==> src/sv/lpg_pkg.sv <==
// shared types, constants and the gamma 2.6 lookup table for the led pixel serializer
// no dependencies; imported by every module of the block

package lpg_pkg;

  localparam int COLOR_BITS = 8;
  localparam int NUM_CHANNELS = 3;
  localparam int SYMBOLS_PER_PIXEL = NUM_CHANNELS * COLOR_BITS;
  localparam int TICK_BITS = 15;
  localparam int CFG_INDEX_BITS = 3;
  localparam int CFG_DATA_BITS = 15;
  localparam int SYM_COUNT_BITS = $clog2(SYMBOLS_PER_PIXEL);
  localparam int PROD_BITS = 3 * COLOR_BITS;
  localparam int REM_BITS = 18;
  // full scale squared, the divisor of the brightness scaling
  localparam int SCALE_DIV = 65025;

  // register indexes of the configuration port
  typedef enum logic [CFG_INDEX_BITS-1:0] {
    REG_BRIGHTNESS = 3'd0,
    REG_CEILING    = 3'd1,
    REG_GREEN_FIRST = 3'd2,
    REG_ZERO_HIGH  = 3'd3,
    REG_ZERO_LOW   = 3'd4,
    REG_ONE_HIGH   = 3'd5,
    REG_ONE_LOW    = 3'd6
  } cfg_reg_t;

  typedef struct packed {
    logic [COLOR_BITS-1:0] brightness;
    logic [COLOR_BITS-1:0] ceiling;
    logic                  green_first;
    logic [TICK_BITS-1:0]  zero_high;
    logic [TICK_BITS-1:0]  zero_low;
    logic [TICK_BITS-1:0]  one_high;
    logic [TICK_BITS-1:0]  one_low;
  } lpg_cfg_t;

  typedef logic [NUM_CHANNELS-1:0][COLOR_BITS-1:0] lpg_chan_t;
  typedef logic [255:0][COLOR_BITS-1:0] gamma_rom_t;

  // exact rounding of 255 * (i/255)^2.6: candidate v is reached when
  // (2v-1)^5 * 255^8 <= 32 * i^13, evaluated in wide integers
  function automatic gamma_rom_t lpg_build_gamma();
    gamma_rom_t    lut;
    logic [127:0]  lhs;
    logic [127:0]  rhs;
    int            v;
    logic          done;
    v = 0;
    for (int i = 0; i < 256; i++) begin
      done = 1'b0;
      rhs = 128'd32;
      for (int k = 0; k < 13; k++) rhs = rhs * 128'(i);
      for (int j = 0; j < 256; j++) begin
        if (!done && v < 255) begin
          lhs = 128'd1;
          for (int k = 0; k < 5; k++) lhs = lhs * 128'(2 * v + 1);
          for (int k = 0; k < 8; k++) lhs = lhs * 128'd255;
          if (lhs <= rhs) v = v + 1;
          else done = 1'b1;
        end
      end
      lut[i] = COLOR_BITS'(v);
    end
    return lut;
  endfunction

  localparam gamma_rom_t GAMMA_ROM = lpg_build_gamma();

endpackage

==> src/sv/lpg_scale.sv <==
// four stage brightness scaling: ch * brightness * ceiling / 65025 per channel
// depends on lpg_pkg

module lpg_scale (
  input  logic              clk,
  input  logic              rst,
  input  lpg_pkg::lpg_cfg_t cfg,
  input  logic              in_valid,
  output logic              in_ready,
  input  lpg_pkg::lpg_chan_t in_chan,
  output logic              out_valid,
  input  logic              out_ready,
  output lpg_pkg::lpg_chan_t out_chan
);
  import lpg_pkg::*;

  logic v1, v2, v3, v4;
  logic rdy1, rdy2, rdy3, rdy4;

  logic [NUM_CHANNELS-1:0][2*COLOR_BITS-1:0] prod1;
  logic [NUM_CHANNELS-1:0][PROD_BITS-1:0]    prod2;
  logic [NUM_CHANNELS-1:0][COLOR_BITS-1:0]   quot3;
  logic [NUM_CHANNELS-1:0][REM_BITS-1:0]     rem3;
  logic [NUM_CHANNELS-1:0][COLOR_BITS-1:0]   quot4;

  // a stage moves when it is empty or the next one moves
  assign rdy4 = !v4 || out_ready;
  assign rdy3 = !v3 || rdy4;
  assign rdy2 = !v2 || rdy3;
  assign rdy1 = !v1 || rdy2;
  assign in_ready = rdy1;

  always_ff @(posedge clk) begin
    if (rst) begin
      v1 <= 1'b0;
      v2 <= 1'b0;
      v3 <= 1'b0;
      v4 <= 1'b0;
    end else begin
      if (rdy1) v1 <= in_valid;
      if (rdy2) v2 <= v1;
      if (rdy3) v3 <= v2;
      if (rdy4) v4 <= v3;
    end
  end

  // stage 1: channel times brightness
  always_ff @(posedge clk) begin
    if (rdy1) begin
      for (int c = 0; c < NUM_CHANNELS; c++) begin
        prod1[c] <= (2*COLOR_BITS)'(in_chan[c]) * (2*COLOR_BITS)'(cfg.brightness);
      end
    end
  end

  // stage 2: times ceiling
  always_ff @(posedge clk) begin
    if (rdy2) begin
      for (int c = 0; c < NUM_CHANNELS; c++) begin
        prod2[c] <= PROD_BITS'(prod1[c]) * PROD_BITS'(cfg.ceiling);
      end
    end
  end

  // stage 3: quotient estimate from the top byte and its remainder
  always_ff @(posedge clk) begin
    if (rdy3) begin
      for (int c = 0; c < NUM_CHANNELS; c++) begin
        quot3[c] <= prod2[c][PROD_BITS-1:PROD_BITS-COLOR_BITS];
        rem3[c]  <= REM_BITS'(prod2[c] -
                    PROD_BITS'(prod2[c][PROD_BITS-1:PROD_BITS-COLOR_BITS]) *
                    PROD_BITS'(SCALE_DIV));
      end
    end
  end

  // stage 4: the estimate is low by at most two
  always_ff @(posedge clk) begin
    if (rdy4) begin
      for (int c = 0; c < NUM_CHANNELS; c++) begin
        if (rem3[c] >= REM_BITS'(2 * SCALE_DIV)) quot4[c] <= quot3[c] + COLOR_BITS'(2);
        else if (rem3[c] >= REM_BITS'(SCALE_DIV)) quot4[c] <= quot3[c] + COLOR_BITS'(1);
        else quot4[c] <= quot3[c];
      end
    end
  end

  assign out_valid = v4;
  assign out_chan  = quot4;

endmodule

==> src/sv/lpg_gamma.sv <==
// gamma table lookup and channel ordering stage, gives the 24 bit send word
// depends on lpg_pkg

module lpg_gamma (
  input  logic               clk,
  input  logic               rst,
  input  lpg_pkg::lpg_cfg_t  cfg,
  input  logic               in_valid,
  output logic               in_ready,
  input  lpg_pkg::lpg_chan_t in_chan,
  output logic               out_valid,
  input  logic               out_ready,
  output logic [lpg_pkg::SYMBOLS_PER_PIXEL-1:0] out_word
);
  import lpg_pkg::*;

  logic                  valid;
  logic [COLOR_BITS-1:0] red_g, green_g, blue_g;

  assign in_ready = !valid || out_ready;

  // constant table reads, one per channel
  assign red_g   = GAMMA_ROM[in_chan[0]];
  assign green_g = GAMMA_ROM[in_chan[1]];
  assign blue_g  = GAMMA_ROM[in_chan[2]];

  always_ff @(posedge clk) begin
    if (rst) begin
      valid <= 1'b0;
    end else if (in_ready) begin
      valid <= in_valid;
    end
  end

  // first channel sent sits in the top byte
  always_ff @(posedge clk) begin
    if (in_ready) begin
      if (cfg.green_first) out_word <= {green_g, red_g, blue_g};
      else out_word <= {red_g, green_g, blue_g};
    end
  end

  assign out_valid = valid;

endmodule

==> src/sv/lpg_serial.sv <==
// symbol serializer: shifts a 24 bit word out msb first, one symbol a cycle
// while the output is not held, into an output register; depends on lpg_pkg

module lpg_serial (
  input  logic              clk,
  input  logic              rst,
  input  lpg_pkg::lpg_cfg_t cfg,
  input  logic              in_valid,
  output logic              in_ready,
  input  logic [lpg_pkg::SYMBOLS_PER_PIXEL-1:0] in_word,
  output logic              out_valid,
  input  logic              out_ready,
  output logic              out_bit,
  output logic [lpg_pkg::TICK_BITS-1:0] out_high,
  output logic [lpg_pkg::TICK_BITS-1:0] out_low,
  output logic              out_last
);
  import lpg_pkg::*;

  logic [SYMBOLS_PER_PIXEL-1:0] shift;
  logic [SYM_COUNT_BITS-1:0]    cnt;
  logic                         busy;
  logic                         out_free;
  logic                         emit;
  logic                         final_sym;
  logic                         load;

  assign out_free  = !out_valid || out_ready;
  assign emit      = busy && out_free;
  assign final_sym = (cnt == SYM_COUNT_BITS'(SYMBOLS_PER_PIXEL - 1));
  assign in_ready  = !busy || (emit && final_sym);
  assign load      = in_valid && in_ready;

  // control: word ownership, symbol count, output valid
  always_ff @(posedge clk) begin
    if (rst) begin
      busy      <= 1'b0;
      cnt       <= '0;
      out_valid <= 1'b0;
    end else begin
      // a fresh word takes over the count, also on the last symbol's cycle
      if (load) begin
        busy <= 1'b1;
        cnt  <= '0;
      end else if (emit) begin
        cnt <= cnt + SYM_COUNT_BITS'(1);
        if (final_sym) busy <= 1'b0;
      end
      if (emit) begin
        out_valid <= 1'b1;
      end else if (out_valid && out_ready) begin
        out_valid <= 1'b0;
      end
    end
  end

  // payload: shift register and symbol timing
  always_ff @(posedge clk) begin
    if (emit) begin
      out_bit  <= shift[SYMBOLS_PER_PIXEL-1];
      out_high <= shift[SYMBOLS_PER_PIXEL-1] ? cfg.one_high : cfg.zero_high;
      out_low  <= shift[SYMBOLS_PER_PIXEL-1] ? cfg.one_low : cfg.zero_low;
      out_last <= final_sym;
    end
    if (load) begin
      shift <= in_word;
    end else if (emit) begin
      shift <= {shift[SYMBOLS_PER_PIXEL-2:0], 1'b0};
    end
  end

  // mid pixel, a symbol is always waiting in the output register
  a_mid_pixel_valid: assert property (@(posedge clk) disable iff (rst)
    busy && cnt != '0 |-> out_valid)
    else $error("serializer lost a symbol mid pixel");

  // a waiting last symbol means the word is done or a fresh one is loaded
  a_last_done: assert property (@(posedge clk) disable iff (rst)
    out_valid && out_last |-> !busy || cnt == '0)
    else $error("last symbol shown while word still shifting");

  // output drains when no word is left
  a_drain: assert property (@(posedge clk) disable iff (rst)
    out_valid && out_ready && !busy |=> !out_valid)
    else $error("symbol repeated after drain");

endmodule

==> src/sv/led_pixel_gamma_serializer.sv <==
// top level of the led pixel gamma serializer: configuration registers and
// the scale, gamma and serializer stages; depends on lpg_pkg and its submodules

// Takes one RGB pixel per transfer and sends 24 pulse symbols, one per cycle
// while m_tready does not hold the output, most significant bit first,
// green-red-blue or red-green-blue by green_first. The next pixel is taken
// while the last symbol of the current one is still waiting, so a continuous
// stream keeps the output busy. From input transfer to first symbol a pixel
// passes four scaling stages, one gamma stage, the serializer load and the
// output register. The user must write configuration over the cfg port only
// while no pixel is in flight; the block itself does not enforce this.
// cfg_ready is always high and writes to unused indexes are dropped.

module led_pixel_gamma_serializer (
  input  logic        clk,
  input  logic        rst,
  // pixel input: red [7:0], green [15:8], blue [23:16]
  input  logic        s_tvalid,
  output logic        s_tready,
  input  logic [23:0] s_tdata,
  // symbol output: bit_value [0], high_ticks [15:1], low_ticks [30:16], zero [31]
  output logic        m_tvalid,
  input  logic        m_tready,
  output logic [31:0] m_tdata,
  output logic        m_tlast,
  // configuration writes
  input  logic        cfg_valid,
  output logic        cfg_ready,
  input  logic [lpg_pkg::CFG_INDEX_BITS-1:0] cfg_index,
  input  logic [lpg_pkg::CFG_DATA_BITS-1:0]  cfg_data
);
  import lpg_pkg::*;

  lpg_cfg_t  cfg;
  lpg_chan_t in_chan;
  lpg_chan_t scaled;
  logic      sc_valid, sc_ready;
  logic      gm_valid, gm_ready;
  logic [SYMBOLS_PER_PIXEL-1:0] word;
  logic      sym_bit;
  logic [TICK_BITS-1:0] sym_high, sym_low;

  assign cfg_ready = 1'b1;

  // configuration registers
  always_ff @(posedge clk) begin
    if (rst) begin
      cfg.brightness  <= COLOR_BITS'(255);
      cfg.ceiling     <= COLOR_BITS'(255);
      cfg.green_first <= 1'b1;
      cfg.zero_high   <= TICK_BITS'(3);
      cfg.zero_low    <= TICK_BITS'(9);
      cfg.one_high    <= TICK_BITS'(9);
      cfg.one_low     <= TICK_BITS'(3);
    end else if (cfg_valid && cfg_ready) begin
      unique case (cfg_reg_t'(cfg_index))
        REG_BRIGHTNESS:  cfg.brightness  <= cfg_data[COLOR_BITS-1:0];
        REG_CEILING:     cfg.ceiling     <= cfg_data[COLOR_BITS-1:0];
        REG_GREEN_FIRST: cfg.green_first <= cfg_data[0];
        REG_ZERO_HIGH:   cfg.zero_high   <= cfg_data[TICK_BITS-1:0];
        REG_ZERO_LOW:    cfg.zero_low    <= cfg_data[TICK_BITS-1:0];
        REG_ONE_HIGH:    cfg.one_high    <= cfg_data[TICK_BITS-1:0];
        REG_ONE_LOW:     cfg.one_low     <= cfg_data[TICK_BITS-1:0];
        default: ;
      endcase
    end
  end

  // channel lanes: red, green, blue
  assign in_chan[0] = s_tdata[7:0];
  assign in_chan[1] = s_tdata[15:8];
  assign in_chan[2] = s_tdata[23:16];

  lpg_scale u_scale (
    .clk       (clk),
    .rst       (rst),
    .cfg       (cfg),
    .in_valid  (s_tvalid),
    .in_ready  (s_tready),
    .in_chan   (in_chan),
    .out_valid (sc_valid),
    .out_ready (sc_ready),
    .out_chan  (scaled)
  );

  lpg_gamma u_gamma (
    .clk       (clk),
    .rst       (rst),
    .cfg       (cfg),
    .in_valid  (sc_valid),
    .in_ready  (sc_ready),
    .in_chan   (scaled),
    .out_valid (gm_valid),
    .out_ready (gm_ready),
    .out_word  (word)
  );

  lpg_serial u_serial (
    .clk       (clk),
    .rst       (rst),
    .cfg       (cfg),
    .in_valid  (gm_valid),
    .in_ready  (gm_ready),
    .in_word   (word),
    .out_valid (m_tvalid),
    .out_ready (m_tready),
    .out_bit   (sym_bit),
    .out_high  (sym_high),
    .out_low   (sym_low),
    .out_last  (m_tlast)
  );

  assign m_tdata = {1'b0, sym_low, sym_high, sym_bit};

endmodule
==> config.mk <==
export PLATFORM = sky130hd
export DESIGN_NAME = led_pixel_gamma_serializer
export DESIGN_NICKNAME = d
export VERILOG_FILES = /design/src/sv/lpg_pkg.sv /design/src/sv/lpg_scale.sv /design/src/sv/lpg_gamma.sv /design/src/sv/lpg_serial.sv /design/src/sv/led_pixel_gamma_serializer.sv
export SDC_FILE = /design/constraint.sdc
export NUM_CORES = 2
export LEC_CHECK = 0
export ABC_AREA = 1
export BUFFER_PORTS_ARGS = -buffer_cell sky130_fd_sc_hd__buf_2
export CORE_MARGIN = 4
export CORE_UTILIZATION = 50
export CTS_CLUSTER_SIZE = 20
export DETAILED_ROUTE_END_ITERATION = 12
export PLACE_DENSITY_LB_ADDON = 0.12
export SETUP_SLACK_MARGIN = 0.2
export SLEW_MARGIN = 40
export SYNTH_ARGS = -nofsm -noshare
export SYNTH_HDL_FRONTEND = slang
export SYNTH_HIERARCHICAL = 1
export SYNTH_SLANG_ARGS = --single-unit
==> constraint.sdc <==
create_clock -name clk -period 5.68 [get_ports clk]
set_clock_uncertainty 0.05 [all_clocks]
set_input_delay 0.568 -clock clk [delete_from_list [all_inputs] [get_ports clk]]
set_output_delay 0.568 -clock clk [all_outputs]
set_load 0.05 [all_outputs]
-- Yosys cells after proc, flatten, opt, wreduce, memory -nomap -nowiden
Memories as Yosys holds them, arrays and structs flattened. A register that Yosys moved wholly into a read port is not among the register bits.
Cells that the tools add are included.
- register bits after elaboration: 391
- logic and storage cells: 127
- output and inout bits: 36
- ROM bits: 6144
- bits of input ports: 47
- memories kept: 3
- memories (memory ; depth ; bits a word ; rd ports ; clocked after Yosys merged registers in ; wr ports ; RTL line ; text):
    (no name shown) ; 256 ; 8 ; 1 ; 1 ; 0 ; lpg_gamma.sv:23 ; assign red_g = GAMMA_ROM[in_chan[0]];
    (no name shown) ; 256 ; 8 ; 1 ; 1 ; 0 ; lpg_gamma.sv:24 ; assign green_g = GAMMA_ROM[in_chan[1]];
    (no name shown) ; 256 ; 8 ; 1 ; 1 ; 0 ; lpg_gamma.sv:25 ; assign blue_g = GAMMA_ROM[in_chan[2]];
- multipliers: 9
- multiplexer cells: 22
- reduce and logical (&&, ||, !) cells: 31
- eq/ne operators: 7
- $add $sub $neg: 10
- magnitude comparators: 9
- operators by type and width (cell ; number):
    two-way mux 8 bit ; 12
    multiplier 16 x 8 -> 24 bit ; 3
    two-way mux 24 bit ; 3
    greater-or-equal comparator 18 x 16 -> 1 bit, second input constant ; 3
    greater-or-equal comparator 18 x 17 -> 1 bit, second input constant ; 3
    multiplier 8 x 16 -> 18 bit, second input constant ; 3
    subtractor 18 bit ; 3
    multiplier 8 x 8 -> 16 bit ; 3
    two-way mux 15 bit ; 2
    < comparator 8 x 9 -> 1 bit, second input constant ; 3
    adder 8 x 1 -> 8 bit, second input constant ; 3
    adder 8 x 2 -> 8 bit, second input constant ; 3
    AND reduction 2 bit ; 8
    == test 3 bit, second input constant ; 3
    logical NOT 1 bit ; 7
    logical OR 1 bit ; 7
    == test 3 x 2 -> 1 bit, second input constant ; 2
    nonzero test 2 bit ; 3
    adder 5 x 1 -> 5 bit, second input constant ; 1
    == test 5 bit, second input constant ; 1
    two-way mux 1 bit ; 5
    logical AND 1 bit ; 4
    == test 3 x 1 -> 1 bit, second input constant ; 1
    logical NOT 3 bit ; 1
    OR reduction 2 bit ; 1

-- Depth between registers and ports, before layout
- depth in word-level cells: 10
- mapped depth: 23
- mapped depth without buffers: 21

-- Cells and area by module
Netlist, hierarchy kept.
- modules (own cells, without submodules) (module ; cells an instance ; sequential area each (um^2) ; area an instance (um^2) ; instances):
    lpg_scale ; 4577 ; 6746.5 ; 34926.0 ; 1
    lpg_gamma ; 983 ; 740.7 ; 5392.7 ; 1
    led_pixel_gamma_serializer ; 432 ; 1541.5 ; 3086.7 ; 1
    lpg_serial ; 220 ; 1821.7 ; 2745.1 ; 1

-- Least setup slack after synthesis
Ideal clock, no wire load.
- path type: in2out
- start point: in m_tready
- end point: out s_tready
- path buffers: 1
- required time: 5.062 ns
- slack: -0.482 ns
- arrival time: 5.544 ns
- cell stages on the path: 13
- cells stage by stage: inv_1 -> nand2_1 -> nand3_2 -> nand2_4 -> buf_4 -> inv_1 -> nand2_1 -> nor2_1 -> inv_1 -> nor2_1 -> inv_1 -> nor2_1 -> nand2_1
- word-level cells in the longest chain between the ends: 9
- RTL lines (what ; RTL line ; text):
    start: declaration ; led_pixel_gamma_serializer.sv:23 ; input logic m_tready,
    logical OR 1 bit ; lpg_serial.sv:28 ; assign out_free = !out_valid || out_ready;
    logical AND 1 bit ; lpg_serial.sv:29 ; assign emit = busy && out_free;
    logical AND 1 bit ; lpg_serial.sv:31 ; assign in_ready = !busy || (emit && final_sym);
    logical OR 1 bit ; lpg_serial.sv:31 ;
    via gm_ready ; led_pixel_gamma_serializer.sv:38 ; logic gm_valid, gm_ready;
    logical OR 1 bit ; lpg_gamma.sv:20 ; assign in_ready = !valid || out_ready;
    via sc_ready ; led_pixel_gamma_serializer.sv:37 ; logic sc_valid, sc_ready;
    logical OR 1 bit ; lpg_scale.sv:27 ; assign rdy4 = !v4 || out_ready;
    via u_scale.rdy4 ; lpg_scale.sv:18 ; logic rdy1, rdy2, rdy3, rdy4;
    logical OR 1 bit ; lpg_scale.sv:28 ; assign rdy3 = !v3 || rdy4;
    via u_scale.rdy3 ; lpg_scale.sv:18 ;
    logical OR 1 bit ; lpg_scale.sv:29 ; assign rdy2 = !v2 || rdy3;
    logical OR 1 bit ; lpg_scale.sv:30 ; assign rdy1 = !v1 || rdy2;
    end: declaration ; led_pixel_gamma_serializer.sv:19 ; output logic s_tready,
The timed path passes the listed nets, and every way through them passes these cells.

-- Worst setup path in the final report
- start point: reg cfg[64] (netlist name)
- end point: reg u_scale/prod2[21] (netlist name) (data pin)
- word-level cells in the longest chain between the ends: 1
- RTL lines (what ; RTL line ; text):
    multiplier 16 x 8 -> 24 bit ; lpg_scale.sv:60 ; prod2[c] <= PROD_BITS'(prod1[c]) * PROD_BITS'(cfg.ceiling);
    end signal: indexed assignment ; lpg_scale.sv:60 ;
    end: declaration ; lpg_scale.sv:21 ; logic [NUM_CHANNELS-1:0][PROD_BITS-1:0] prod2;
Every way passes these cells.
A chain may end at the register's enable or synchronous reset.

==> run_results.csv <==
group,metric,value,unit
run_status,status,"completed",
global_route,antenna_violations_before_repair,0,
finish,layout.cells.most_common,"nand2_1",
finish,area_growth,6.08,%
yosys,synth_area,46200,sq um
detailed_routing,dr.first_iter.drc_count,2628,
place,place_worst_setup_slack,0.843,ns
cts,clock_tree.htree_level_count,2,
die,initial_core_util,0.503,
place,post_place_cell_area,47300,sq um
yosys,syn_nets,7111,
cts,cts-hold-fix-buffers,0,
critical_path,timing.setup.critical_path_class,"reg -> reg",
detailed_routing,vias_per_cell,5.02,
job,max-cap-violations,0,
finish,drive_gt1_frac,0.0506,
critical_path,critical_path.startpoint_type,"flop",
cts,clk_pin_slew_worst_paths,0.06,ns
die,width_of_the_die,312,um
yosys,synth_top_flop_cell,"edfxtp_1",
detailed_routing,wire_per_inst,14.4,um
cts,cts_max_path_buffers,3,
die,fp.coreArea,91700,sq um
sta,tightestPinTransition,0.827,ns
detailed_routing,antenna_nets_post_route,0,
detailed_routing,routed_wirelength,107,mm
cts,cts_num_sinks,391,
yosys,post_synth.cell_area_avg,7.43,sq um
cts,cts.repair_timing.setup_buffer_count,0,
die,die_h,312,um
place,port_buffers,80,
cts,clk_root_buffer_cell,"clkbuf_16",
global_route,wire_length_of_the_first_global_routing_pass,180,mm
sta,post_route_minimum_period,4.84,ns
critical_path,cp.arrival,5.14,ns
cts,tritoncts_clock_tree,"yes",
critical_path,worst-endpoint-required,5.98,ns
yosys,synthesized_instance_count,6212,
finish,nets,7068,
sta,timing.setup.tns,0,ns
place,hpwl_dp,83.4,mm
die,fp.dieArea,97200,sq um
global_route,grt_overflow_total,0,
sta,max-slew-margin-rel,0.448,
cts,cts_bufs_inserted,48,
sta,hold_violation_count_in_the_final_report,0,
sta,rsz0062_at_grt,"false",
sta,setup-violations-final,0,
detailed_routing,first_drt_pass_iteration_count,6,
yosys,post_synth_edffs,302,
global_route,grt_pass1_vias,36105,
finish,post-route-cell-area,49000,sq um
sta,achievable-frequency,207,MHz
global_route,maximum_number_of_pins_on_one_net_before_global_route_repair,60,
place,final_gp_congestion,0.924,
critical_path,cp_max_fo,27,
finish,fillers,8883,
die,top_level_i_o_count,83,
critical_path,timing.critical_path.to_type,"flop",
cts,cts-resized-gates,0,
hold_path,holdCritPathClass,"in -> reg",
sta,portion_of_the_clock_cycle_consumed_by_the_worst_path_in_the_final_layout,0.851,
sta,slew_violations,0,
yosys,ys_seq_area_frac,0.235,
global_route,track_usage,0.220,
die,placementRows,111,
detailed_routing,drc,0,
yosys,synthDistinctLibCells,51,
yosys,ys.warnings.count,6,
yosys,async_flop_share,0,
sta,final_critical_path_setup_slack,0.844,ns
cts,insertion_delay,0.63,ns
yosys,yosys_register_bits,391,
finish,layout_common_cells,"nand2_1 (1,829), inv_1 (1,380), ha_1 (427), nand3_1 (426), fa_1 (425)",
detailed_routing,num_vias,37161,
sta,timing.hold.ws,0.157,ns
path summary, 6_finish.rpt:
kind	start	endpoint	slack (ns)	depth (start not counted)
setup / recovery	cfg[64]	u_scale/prod2[21]	0.84	16
hold reg to reg	cfg[0]	cfg[0]	0.40	2
setup reg to reg	cfg[64]	u_scale/prod2[21]	0.84	16
hold / removal	s_tvalid	u_scale/v1	0.16	3
through the flow:
stage | util | instances
floorplan | - | 6212
global placement | 0.515 | 7300
detailed placement | 0.516 | 7304
CTS | 0.534 | 7394
global route | 0.534 | 7395
finish | 0.534 | 7396
cells in the mapped netlist, types with 30 or more instances:
library cell / instances / area, sq um
mux2_2: 30 / 338
nand3_1: 426 / 2130
nand2_1: 1830 / 6870
clkbuf_1: 58 / 218
edfxtp_1: 302 / 9070
nor2_1: 409 / 1540
inv_1: 1382 / 5190
o21ai_0: 129 / 646
xnor2_1: 39 / 342
buf_2: 94 / 470
ha_1: 427 / 5340
nand4_1: 49 / 307
xor2_1: 104 / 911
dfxtp_1: 89 / 1780
a21oi_1: 159 / 796
fa_1: 425 / 8510
metal layers:
layer | vias up | track usage | wire (um)
met3 | 147 | 0.0238 | 4860
met1 | 17370 | 0.309 | 50500
li1 | 18794 | - | -
met2 | 850 | 0.366 | 49100
met5 | - | 0 | 0
met4 | 0 | 0.0512 | 2310
flip-flops by register name, indices dropped and copies added, names as in the netlist:
signal and cells:
u_scale/prod2 72, u_scale/v2 1, u_serial/out_high 15, u_serial/busy 1, u_scale/out_chan 24, u_serial/out_last 1
u_scale/out_valid 1, u_gamma/out_valid 1, u_scale/quot3 24, u_gamma/out_word 24, u_serial/out_low 15, u_serial/cnt 5
u_scale/v3 1, u_serial/out_bit 1, u_scale/v1 1, u_scale/rem3 54, cfg 77, u_scale/prod1 48
u_serial/out_valid 1, u_serial/shift 24
worst max-delay path: stages, from the launching register on:
cell and delay [ns]:
dfxtp_2 0.73, buf_4 0.32, nand2_1 0.07, inv_1 0.08, fa_1 0.44, fa_1 0.50, fa_1 0.49, inv_1 0.05
fa_1 0.47, inv_1 0.04, ha_1 0.35, a21oi_1 0.38, o21bai_1 0.14, a21oi_1 0.21, nand3_1 0.09, nand2_1 0.07
nand2_1 0.04
kinds of logic after synthesis:
kind of cell | after synthesis | share of synthesized area
DFF | 391 | 0.235
AOI/OAI and AO/OA | 370 | 0.0439
xor gates and xnor gates | 143 | 0.0271
adders and majority gates | 852 | 0.300
muxes | 30 | 0.00732
and+or+nand+nor | 2808 | 0.249
buffers and inverters | 1616 | 0.138
other | 2 | 0.000163
cell type report:
type / instances / area, sq um / area share
Antenna cell: 1 / 2.50 / 0.0000511
Clock buffer: 57 / 1260 / 0.0258
Clock inverter: 33 / 364 / 0.00744
Inverter: 1397 / 5250 / 0.107
Multi-Input combinational cell: 4205 / 28900 / 0.591
Sequential cell: 391 / 10900 / 0.222
Tap cell: 1186 / 1480 / 0.0303
Timing Repair Buffer: 126 / 772 / 0.0158
Power is left out: the tool's default activity adds up to more than one toggle a clock period on the data nets, which glitch-free logic cannot reach.
